[config.mk]
export PLATFORM = sky130hd
export DESIGN_NAME = pot_to_servo_duty_mapper
export DESIGN_NICKNAME = d
export VERILOG_FILES = /design/src/rtl/core/ptsd_pkg.sv /design/src/rtl/core/ptsd_mul.sv /design/src/rtl/core/pot_to_servo_duty_mapper.sv
export VERILOG_INCLUDE_DIRS = /design/src /design/src/rtl/core
export SDC_FILE = /design/constraint.sdc
export NUM_CORES = 2
export LEC_CHECK = 0
export ABC_CLOCK_PERIOD_IN_PS = 26000
export BUFFER_PORTS_ARGS = -buffer_cell sky130_fd_sc_hd__buf_2
export CAP_MARGIN = 5
export CELL_PAD_IN_SITES_DETAIL_PLACEMENT = 2
export CELL_PAD_IN_SITES_GLOBAL_PLACEMENT = 2
export CORE_ASPECT_RATIO = 0.75
export CORE_UTILIZATION = 46
export CTS_CLUSTER_SIZE = 14
export DETAILED_ROUTE_END_ITERATION = 8
export PLACE_DENSITY = 0.85
export SLEW_MARGIN = 20
export SYNTH_ARGS = -nofsm -noshare
export SYNTH_HDL_FRONTEND = slang
export SYNTH_SLANG_ARGS = --single-unit
[constraint.sdc]
create_clock -name clk -period 26 [get_ports clk]
set_input_delay 1.3 -clock clk [delete_from_list [all_inputs] [get_ports clk]]
set_output_delay 1.3 -clock clk [all_outputs]
set_load 0.005 [all_outputs]
[src/rtl/core/pot_to_servo_duty_mapper_macros.svh]
// Assertion macros shared by the servo duty mapper RTL.
`ifndef POT_TO_SERVO_DUTY_MAPPER_MACROS_SVH
`define POT_TO_SERVO_DUTY_MAPPER_MACROS_SVH

// Same-cycle implication, checked on every rising edge of clk outside reset.
`define PTSD_ASSERT_IMPLY(label, cond, expr, msg) \
    label: assert property (@(posedge clk) disable iff (!rst_n) (cond) |-> (expr)) \
        else $error(msg);

// Next-cycle implication, checked on every rising edge of clk outside reset.
`define PTSD_ASSERT_NEXT(label, cond, expr, msg) \
    label: assert property (@(posedge clk) disable iff (!rst_n) (cond) |=> (expr)) \
        else $error(msg);

`endif

[src/rtl/core/ptsd_pkg.sv]
// Shared widths, constants and types of the servo duty mapper.
package ptsd_pkg;

    // Field and datapath widths.
    localparam int RAW_W     = 12;
    localparam int FRAC_W    = 16;
    localparam int LEVEL_W   = 28;
    localparam int ANGLE_W   = 8;
    localparam int DUTY_W    = 13;
    localparam int PULSE_W   = 15;
    localparam int TICK_W    = 14;
    localparam int NUM_W     = 23;
    localparam int DIV_W     = 10;
    localparam int CFG_IDX_W = 2;
    localparam int S_TDATA_W = 16;
    localparam int M_TDATA_W = 24;

    // Shared multiplier operand widths (both signed).
    localparam int MUL_A_W   = 30;
    localparam int MUL_B_W   = 24;
    localparam int PROD_W    = MUL_A_W + MUL_B_W;

    // Smoothing weight in Q16 and the pot range that maps to full angle.
    localparam int ALPHA_Q16 = 9830;
    localparam int POT_LIMIT = 2730;

    // angle = level * 6 / 91 (same as level * 180 / 2730).
    localparam int ANG_SCALE = 6;
    localparam int ANG_DIV   = 91;
    localparam int ANG_RECIP = 11522;      // floor(2^20 / 91)
    localparam int ANG_SHIFT = 20;

    // ticks = us * 256 / 625 (same as us * 8192 / 20000).
    localparam int TICK_PRE   = 8;
    localparam int TICK_DIV   = 625;
    localparam int TICK_RECIP = 6871947;   // floor(2^32 / 625), applied to us
    localparam int TICK_SHIFT = 24;

    // Interpolation step: angle * span / 180.
    localparam int DUTY_DIV   = 180;
    localparam int DUTY_RECIP = 1491308;   // floor(2^28 / 180)
    localparam int DUTY_SHIFT = 28;
    localparam int DUTY_MAX   = 8191;
    localparam int DUTY_SUM_W = 15;

    // Register reset values.
    localparam int MIN_PULSE_RST = 1000;
    localparam int MAX_PULSE_RST = 2000;

    // Configuration register indexes.
    localparam logic [CFG_IDX_W-1:0] REG_MIN_PULSE = 2'd0;
    localparam logic [CFG_IDX_W-1:0] REG_MAX_PULSE = 2'd1;

    // Sequencer states: each *_MUL issues a product, *_CHK takes the quotient
    // estimate and issues its back-multiply, *_FIX applies the correction.
    typedef enum logic [3:0] {
        ST_IDLE,
        ST_EMA_MUL,
        ST_EMA_UPD,
        ST_ANG_MUL,
        ST_ANG_CHK,
        ST_ANG_FIX,
        ST_LO_MUL,
        ST_LO_CHK,
        ST_LO_FIX,
        ST_HI_MUL,
        ST_HI_CHK,
        ST_HI_FIX,
        ST_SPAN_MUL,
        ST_DUTY_MUL,
        ST_DUTY_CHK,
        ST_DUTY_FIX
    } ptsd_state_t;

endpackage

[src/rtl/core/ptsd_mul.sv]
// Shared signed multiplier with a registered product.
module ptsd_mul
    import ptsd_pkg::*;
#(
    parameter int A_W = MUL_A_W,
    parameter int B_W = MUL_B_W
)
(
    input  logic                     clk,
    input  logic signed [A_W-1:0]    a,
    input  logic signed [B_W-1:0]    b,
    output logic signed [A_W+B_W-1:0] prod
);

    logic signed [A_W+B_W-1:0] prod_reg;

    // One product per cycle, registered before any use.
    always_ff @(posedge clk)
    begin
        prod_reg <= a * b;
    end

    assign prod = prod_reg;

endmodule

[src/rtl/core/pot_to_servo_duty_mapper.sv]
// Top level: potentiometer sample smoothing and servo duty mapping.
// A result is written to the output register in the last step of the sequence, ST_DUTY_FIX.
// A new sample is accepted only in idle, so samples never overlap in the single shared multiplier sequence.
// A sample whose angle matches the last emitted one returns to idle after the angle step with no result.
// The last step waits while an earlier result is still held on the output side.
// Reset (rst_n low, asynchronous) clears the average and last angle, sets pulses to 1000/2000 us.
`include "pot_to_servo_duty_mapper_macros.svh"

module pot_to_servo_duty_mapper
    import ptsd_pkg::*;
(
    input  logic                  clk,
    input  logic                  rst_n,
    // Input stream.
    input  logic                  s_axis_tvalid,
    output logic                  s_axis_tready,
    input  logic [S_TDATA_W-1:0]  s_axis_tdata,   // [11:0] raw_sample, rest zero
    // Result stream.
    output logic                  m_axis_tvalid,
    input  logic                  m_axis_tready,
    output logic [M_TDATA_W-1:0]  m_axis_tdata,   // [7:0] angle_deg, [20:8] duty_ticks
    // Configuration writes.
    input  logic                  cfg_valid,
    output logic                  cfg_ready,
    input  logic [CFG_IDX_W-1:0]  cfg_index,
    input  logic [PULSE_W-1:0]    cfg_data
);

    // Control state.
    ptsd_state_t             state_reg, state_next;
    logic [PULSE_W-1:0]      min_pulse_reg, max_pulse_reg;
    logic [LEVEL_W-1:0]      level_reg, level_next;
    logic [ANGLE_W-1:0]      last_angle_reg;
    logic                    known_reg;
    logic                    out_valid_reg, out_valid_next;

    // Payload registers.
    logic [RAW_W-1:0]        raw_reg;
    logic [NUM_W-1:0]        num_reg;
    logic [TICK_W-1:0]       q_reg;
    logic [ANGLE_W-1:0]      angle_reg;
    logic [TICK_W-1:0]       lo_reg, hi_reg;
    logic [ANGLE_W-1:0]      out_angle_reg;
    logic [DUTY_W-1:0]       out_duty_reg;

    // Datapath signals.
    logic signed [MUL_A_W-1:0] mul_a;
    logic signed [MUL_B_W-1:0] mul_b;
    logic signed [PROD_W-1:0]  prod;
    logic signed [MUL_A_W-1:0] ema_diff, ema_step, ema_sum;
    logic [RAW_W-1:0]        pot_raw, pot_lvl;
    logic [TICK_W-1:0]       ang_num;
    logic [TICK_W-1:0]       span;
    logic [NUM_W-1:0]        rem;
    logic [DIV_W-1:0]        fix_div;
    logic [TICK_W-1:0]       q_fixed;
    logic [ANGLE_W-1:0]      angle_fixed;
    logic                    angle_same;
    logic [DUTY_SUM_W-1:0]   duty_sum;
    logic [DUTY_W-1:0]       duty_sat;
    logic                    in_xfer, out_free;

    // Shared multiplier.
    ptsd_mul #(
        .A_W (MUL_A_W),
        .B_W (MUL_B_W)
    ) u_mul (
        .clk  (clk),
        .a    (mul_a),
        .b    (mul_b),
        .prod (prod)
    );

    // Handshake terms.
    assign s_axis_tready = (state_reg == ST_IDLE);
    assign in_xfer       = s_axis_tvalid && s_axis_tready;
    assign out_free      = !out_valid_reg || m_axis_tready;
    assign cfg_ready     = 1'b1;
    assign m_axis_tvalid = out_valid_reg;
    assign m_axis_tdata  = {3'b000, out_duty_reg, out_angle_reg};

    // Moving-average arithmetic: difference to target and floored Q16 step.
    assign ema_diff = $signed(MUL_A_W'({raw_reg, {FRAC_W{1'b0}}}))
                    - $signed(MUL_A_W'(level_reg));
    assign ema_step = prod[MUL_A_W+FRAC_W-1:FRAC_W];
    assign ema_sum  = $signed(MUL_A_W'(level_reg)) + ema_step;
    assign level_next = ema_sum[MUL_A_W-1] ? '0 : ema_sum[LEVEL_W-1:0];

    // Clamped integer level, scaled by six for the angle division.
    assign pot_raw = level_reg[LEVEL_W-1:FRAC_W];
    assign pot_lvl = (pot_raw > RAW_W'(POT_LIMIT)) ? RAW_W'(POT_LIMIT) : pot_raw;
    assign ang_num = TICK_W'({pot_lvl, 2'b00}) + TICK_W'({pot_lvl, 1'b0});

    // Pulse span, zero when the maximum lies below the minimum.
    assign span = (hi_reg >= lo_reg) ? (hi_reg - lo_reg) : '0;

    // Quotient correction: the estimate is exact or one low.
    assign rem         = num_reg - prod[NUM_W-1:0];
    assign q_fixed     = q_reg + TICK_W'(rem >= NUM_W'(fix_div));
    assign angle_fixed = q_fixed[ANGLE_W-1:0];
    assign angle_same  = known_reg && (angle_fixed == last_angle_reg);

    // Final duty with saturation to 13 bits.
    assign duty_sum = DUTY_SUM_W'(lo_reg) + DUTY_SUM_W'(q_fixed);
    assign duty_sat = (duty_sum > DUTY_SUM_W'(DUTY_MAX)) ? DUTY_W'(DUTY_MAX)
                                                          : duty_sum[DUTY_W-1:0];

    // Next-state logic of the sequencer.
    always_comb
    begin
        state_next = state_reg;
        unique case (state_reg)
            ST_IDLE:     state_next = in_xfer ? ST_EMA_MUL : ST_IDLE;
            ST_EMA_MUL:  state_next = ST_EMA_UPD;
            ST_EMA_UPD:  state_next = ST_ANG_MUL;
            ST_ANG_MUL:  state_next = ST_ANG_CHK;
            ST_ANG_CHK:  state_next = ST_ANG_FIX;
            ST_ANG_FIX:  state_next = angle_same ? ST_IDLE : ST_LO_MUL;
            ST_LO_MUL:   state_next = ST_LO_CHK;
            ST_LO_CHK:   state_next = ST_LO_FIX;
            ST_LO_FIX:   state_next = ST_HI_MUL;
            ST_HI_MUL:   state_next = ST_HI_CHK;
            ST_HI_CHK:   state_next = ST_HI_FIX;
            ST_HI_FIX:   state_next = ST_SPAN_MUL;
            ST_SPAN_MUL: state_next = ST_DUTY_MUL;
            ST_DUTY_MUL: state_next = ST_DUTY_CHK;
            ST_DUTY_CHK: state_next = ST_DUTY_FIX;
            ST_DUTY_FIX: state_next = out_free ? ST_IDLE : ST_DUTY_FIX;
            default:     state_next = ST_IDLE;
        endcase
    end

    // Sequencer outputs: multiplier operands and the correction divisor.
    always_comb
    begin
        mul_a   = '0;
        mul_b   = '0;
        fix_div = '0;
        unique case (state_reg)
            ST_EMA_MUL:
            begin
                mul_a = ema_diff;
                mul_b = MUL_B_W'(ALPHA_Q16);
            end
            ST_ANG_MUL:
            begin
                mul_a = MUL_A_W'(ang_num);
                mul_b = MUL_B_W'(ANG_RECIP);
            end
            ST_ANG_CHK:
            begin
                mul_a = MUL_A_W'(prod[ANG_SHIFT+ANGLE_W-1:ANG_SHIFT]);
                mul_b = MUL_B_W'(ANG_DIV);
            end
            ST_ANG_FIX:
            begin
                fix_div = DIV_W'(ANG_DIV);
            end
            ST_LO_MUL:
            begin
                mul_a = MUL_A_W'(min_pulse_reg);
                mul_b = MUL_B_W'(TICK_RECIP);
            end
            ST_HI_MUL:
            begin
                mul_a = MUL_A_W'(max_pulse_reg);
                mul_b = MUL_B_W'(TICK_RECIP);
            end
            ST_LO_CHK, ST_HI_CHK:
            begin
                mul_a = MUL_A_W'(prod[TICK_SHIFT+TICK_W-1:TICK_SHIFT]);
                mul_b = MUL_B_W'(TICK_DIV);
            end
            ST_LO_FIX, ST_HI_FIX:
            begin
                fix_div = DIV_W'(TICK_DIV);
            end
            ST_SPAN_MUL:
            begin
                mul_a = MUL_A_W'(angle_reg);
                mul_b = MUL_B_W'(span);
            end
            ST_DUTY_MUL:
            begin
                mul_a = MUL_A_W'(prod[NUM_W-1:0]);
                mul_b = MUL_B_W'(DUTY_RECIP);
            end
            ST_DUTY_CHK:
            begin
                mul_a = MUL_A_W'(prod[DUTY_SHIFT+TICK_W-1:DUTY_SHIFT]);
                mul_b = MUL_B_W'(DUTY_DIV);
            end
            ST_DUTY_FIX:
            begin
                // Keep the back-product steady while the output side stalls.
                mul_a   = MUL_A_W'(q_reg);
                mul_b   = MUL_B_W'(DUTY_DIV);
                fix_div = DIV_W'(DUTY_DIV);
            end
            default:
            begin
                mul_a   = '0;
                mul_b   = '0;
                fix_div = '0;
            end
        endcase
    end

    // Output valid: held until the transfer, set when the last step finishes.
    always_comb
    begin
        out_valid_next = out_valid_reg && !m_axis_tready;
        if ((state_reg == ST_DUTY_FIX) && out_free)
        begin
            out_valid_next = 1'b1;
        end
    end

    // Control registers.
    always_ff @(posedge clk or negedge rst_n)
    begin
        if (!rst_n)
        begin
            state_reg      <= ST_IDLE;
            min_pulse_reg  <= PULSE_W'(MIN_PULSE_RST);
            max_pulse_reg  <= PULSE_W'(MAX_PULSE_RST);
            level_reg      <= '0;
            last_angle_reg <= '0;
            known_reg      <= 1'b0;
            out_valid_reg  <= 1'b0;
        end
        else
        begin
            state_reg     <= state_next;
            out_valid_reg <= out_valid_next;
            if (cfg_valid && cfg_ready)
            begin
                unique case (cfg_index)
                    REG_MIN_PULSE: min_pulse_reg <= cfg_data;
                    REG_MAX_PULSE: max_pulse_reg <= cfg_data;
                    default:       ;
                endcase
            end
            if (state_reg == ST_EMA_UPD)
            begin
                level_reg <= level_next;
            end
            if ((state_reg == ST_ANG_FIX) && !angle_same)
            begin
                last_angle_reg <= angle_fixed;
                known_reg      <= 1'b1;
            end
        end
    end

    // Payload registers of the sequence.
    always_ff @(posedge clk)
    begin
        if (in_xfer)
        begin
            raw_reg <= s_axis_tdata[RAW_W-1:0];
        end
        unique case (state_reg)
            ST_ANG_MUL:  num_reg <= NUM_W'(ang_num);
            ST_LO_MUL:   num_reg <= NUM_W'({min_pulse_reg, {TICK_PRE{1'b0}}});
            ST_HI_MUL:   num_reg <= NUM_W'({max_pulse_reg, {TICK_PRE{1'b0}}});
            ST_DUTY_MUL: num_reg <= prod[NUM_W-1:0];
            ST_ANG_CHK:  q_reg <= TICK_W'(prod[ANG_SHIFT+ANGLE_W-1:ANG_SHIFT]);
            ST_LO_CHK, ST_HI_CHK:
                q_reg <= prod[TICK_SHIFT+TICK_W-1:TICK_SHIFT];
            ST_DUTY_CHK: q_reg <= prod[DUTY_SHIFT+TICK_W-1:DUTY_SHIFT];
            ST_ANG_FIX:  angle_reg <= angle_fixed;
            ST_LO_FIX:   lo_reg <= q_fixed;
            ST_HI_FIX:   hi_reg <= q_fixed;
            ST_DUTY_FIX:
            begin
                if (out_free)
                begin
                    out_angle_reg <= angle_reg;
                    out_duty_reg  <= duty_sat;
                end
            end
            default:     ;
        endcase
    end

    // Checks on the sequencer and the reciprocal divisions.
    `PTSD_ASSERT_IMPLY(a_ang_rem, state_reg == ST_ANG_FIX, rem < NUM_W'(2 * ANG_DIV), "angle quotient estimate off by more than one")
    `PTSD_ASSERT_IMPLY(a_tick_rem, (state_reg == ST_LO_FIX) || (state_reg == ST_HI_FIX), rem < NUM_W'(2 * TICK_DIV), "tick quotient estimate off by more than one")
    `PTSD_ASSERT_IMPLY(a_duty_rem, state_reg == ST_DUTY_FIX, rem < NUM_W'(2 * DUTY_DIV), "duty quotient estimate off by more than one")
    `PTSD_ASSERT_NEXT(a_start, in_xfer, state_reg == ST_EMA_MUL, "input transfer did not start the sequence")
    `PTSD_ASSERT_IMPLY(a_emit_src, $rose(m_axis_tvalid), $past(state_reg) == ST_DUTY_FIX, "result raised outside the final step")
    `PTSD_ASSERT_IMPLY(a_last_angle, known_reg, last_angle_reg <= ANGLE_W'(180), "stored angle out of range")

endmodule

==> results.md <==
* Pin count of the biggest net entering global routing at 61
* CTS tree: yes
* Clk slew on worst S/H paths at 60 ps
* Post-CTS sizing at 0
* Post-synthesis sequential area ratio at 17.5%
* RSZ-0062 raised after global routing: false
* Relative slew slack at 14.9%
* Post-route ant nets at 0
* Seq cells post-synth at 224
* Buffers on Ports at 56
* CTS Root Cell: clkbuf_16
* Drt first pass iters at 7
* Max FFs per register at 46
* Core Area at 72,200 µm²
* I/O pin cnt at 65
* Std cell rows at 85
* CP dominant cell by count: fa_1
* Initial DRC count at 2,578
* Final #Nets at 4,612
* Complex-gate fraction of the synthesized area at 11.8%
* Flop2flop setup slack at 12,730 ps
* Mapped Cells at 3,522
* Fin crit period at 13,270 ps
* Total wire length at 151,000 µm
* Synth unique cells at 94
* Initial Utilization at 46.8%
* HP Class: reg2reg
* Failing checks: design-rule violations
* RR Startpoint: level_reg[23]$_DFFE_PN0P_
* DP Wirelength at 127,000 µm
* Synth async-reset ratio at 32.1%
* Worst-Margin Slew at 1270 ps
* CTS Sinks at 224
* Post-synth top area share at 35.0%
* CP max FO at 19
* WP data required at 26,510 ps
* Core Util, Final at 51.1%
* Synth area leader: fa_1
* First-pass GRT wire length at 221,000 µm
* GRT Total Usage at 41.4%
* Post-synth EDFFs at 106
* Fin Setup TNS at 0 ps
* Worst Setup EP: u_mul.prod[42]$_DFF_P_
* Post-synth top flop: edfxtp_1
* Total of max-cap violations at 0
* Antenna violations before repair at 14
* Layout area overhead at 9.13%
* Max Slew Vio Count at 0
* Post-CTS Setup Bufs at 0
* Synth Area in Adders at 44.7%
* Layout cells sized above 1 at 6.65%
* Wirelength per Cell at 32.2 µm
* Capturing point of the worst reg2reg path: u_mul.prod[42]$_DFF_P_
* Critical Path Start: level_reg[23]$_DFFE_PN0P_
* Hold buffer count at cts at 0
* Crit start category: flip-flop
* Mean Syn Cell Area at 9.60 µm²
* CP max-delay cell: or4_1
* Fraction of the mapped netlist area in simple logic gates at 9.86%
* Die Span X at 315 µm
* CTS Buf Count at 29
* Crit. End Element: flip-flop
* Clock skew at 20.4 ps
* Worst-case reg-to-reg path depth at 36
* Die Y at 237 µm
* WP data arrival at 13,780 ps
* Die Area at 74,600 µm²
* Placed cells at 4,647
* Clock tree buffer depth at 3
* Final setup vio count at 0
* Vias per cell at 5.95
* Area contributors post-synth: fa_1 (35%), ha_1 (9.7%), inv_1 (9.6%)
* Non-filler cells, final at 4,704
* Post-Synth XOR/XNOR Area at 4.26%
* Vias in the first global route at 32.9k
* Status: finished, violations left
* Gr ovfl total at 0
* Endpoints failing hold at 0
* Vias at 28.0k
* Synth Cell Area at 33,800 µm²
* Clk_lat worst skew at 630 ps
* Synthesis warning total at 0
* Period utilisation layout at 51.1%
* RD Place Congestion at 0.950
* Largest family of logic cells by synthesized area: adder cells
* Mux cell area share after synthesis at 1.19%
* Max Fclk at 0.0753 GHz
* Fin Hold WS at 494 ps
* H-tree Lvls at 1
* DRC viols at 8
* CP max stage delay at 990 ps
* CP Class: reg2reg
through the flow:
stage	setup WS [ps]	cell area, µm²
global placement	13670	35900
floorplan	16660	34400
finish	12730	36900
global route	12350	36900
detailed placement	13170	35900
CTS	13020	36900
cells in the mapped netlist, types with 7 or more instances:
cell type	number
o21ai_0	88
xnor2_1	103
nor2b_1	24
a211oi_1	24
o22ai_1	12
a211o_1	19
o21bai_1	14
a22o_1	55
a21o_1	55
edfxtp_1	106
o21a_1	24
dfstp_2	12
a2111oi_0	11
or2_2	7
clkbuf_1	59
nor3_1	51
and2_1	34
o211ai_1	10
nand2_1	291
fa_1	591
xor2_1	58
a21oi_1	126
a22oi_1	15
a31oi_1	21
dfrtp_1	60
o221ai_1	7
dfxtp_1	46
nand3_1	34
nand2b_1	30
a21boi_0	7
nor2_1	182
buf_2	14
nand4_1	14
inv_1	862
mux2_2	33
or3_1	13
and3_1	18
ha_1	262
metal layers:
layer / up-vias / wire (µm) / GRT usage (%)
met4: 10 / 7960 / 19.6
met1: 14800 / 59200 / 51.5
met2: 1317 / 70700 / 66.9
met5: - / 64 / 0
li1: 11400 / - / -
met3: 441 / 13500 / 11.0
cell families (layout without fill, tap and decap cells):
family,Yosys count,in the layout
compound gates,566,566
xor+xnor,163,163
fa+ha+maj,853,853
buf+inv,948,1025
flops,224,224
mux,36,36
other cells,2,150
simple gates,730,730
critical path, delay by kind of cell (launching register included):
family | cells | cell delay, ps
compound gates | 14 | 5160
xor+xnor | 1 | 300
fa+ha+maj | 10 | 3910
buf+inv | 4 | 390
flops | 1 | 800
simple gates | 7 | 2580
final cells by class:
type,count,area (µm²)
Sequential cell,224,5920
Multi-Input combinational cell,2495,24900
Tap cell,957,1200
Inverter,863,3240
Clock inverter,15,184
Clock buffer,39,783
Fill cell,7682,35300
Timing Repair Buffer,108,673
Antenna cell,3,7.51
worst min path at each step:
stage | startpoint | end | slack [ps] | cells after the start
6_report | known_reg$_DFFE_PN0P_ | known_reg$_DFFE_PN0P_ | 490 | 1
5_1_grt | known_reg$_DFFE_PN0P_ | known_reg$_DFFE_PN0P_ | 510 | 1
4_1_cts | known_reg$_DFFE_PN0P_ | known_reg$_DFFE_PN0P_ | 500 | 1
3_5_place_dp | known_reg$_DFFE_PN0P_ | known_reg$_DFFE_PN0P_ | 490 | 1
3_3_place_gp | known_reg$_DFFE_PN0P_ | known_reg$_DFFE_PN0P_ | 450 | 1
2_1_floorplan | angle_reg[1]$_DFFE_PP_ | out_angle_reg[1]$_DFFE_PP_ | 430 | 0
layout by cell type (no fill, tap or decap), types with 33 or more instances in the layout:
cell type / Yosys / routed
nand3_1: 34 / 34
and2_1: 34 / 34
nand2_1: 291 / 289
nor3_1: 51 / 45
dfxtp_1: 46 / 46
inv_1: 862 / 862
xnor2_1: 103 / 103
mux2_2: 33 / 33
nor2_1: 182 / 178
edfxtp_1: 106 / 106
a21oi_1: 126 / 125
conb_1: 2 / 147
a21o_1: 55 / 55
buf_2: 14 / 55
a22o_1: 55 / 55
buf_4: 5 / 53
ha_1: 262 / 262
o21ai_0: 88 / 85
fa_1: 591 / 591
dfrtp_1: 60 / 60
xor2_1: 58 / 58
Power is left out: the tool's default activity adds up to more than one toggle a clock period on the data nets, which glitch-free logic cannot reach.
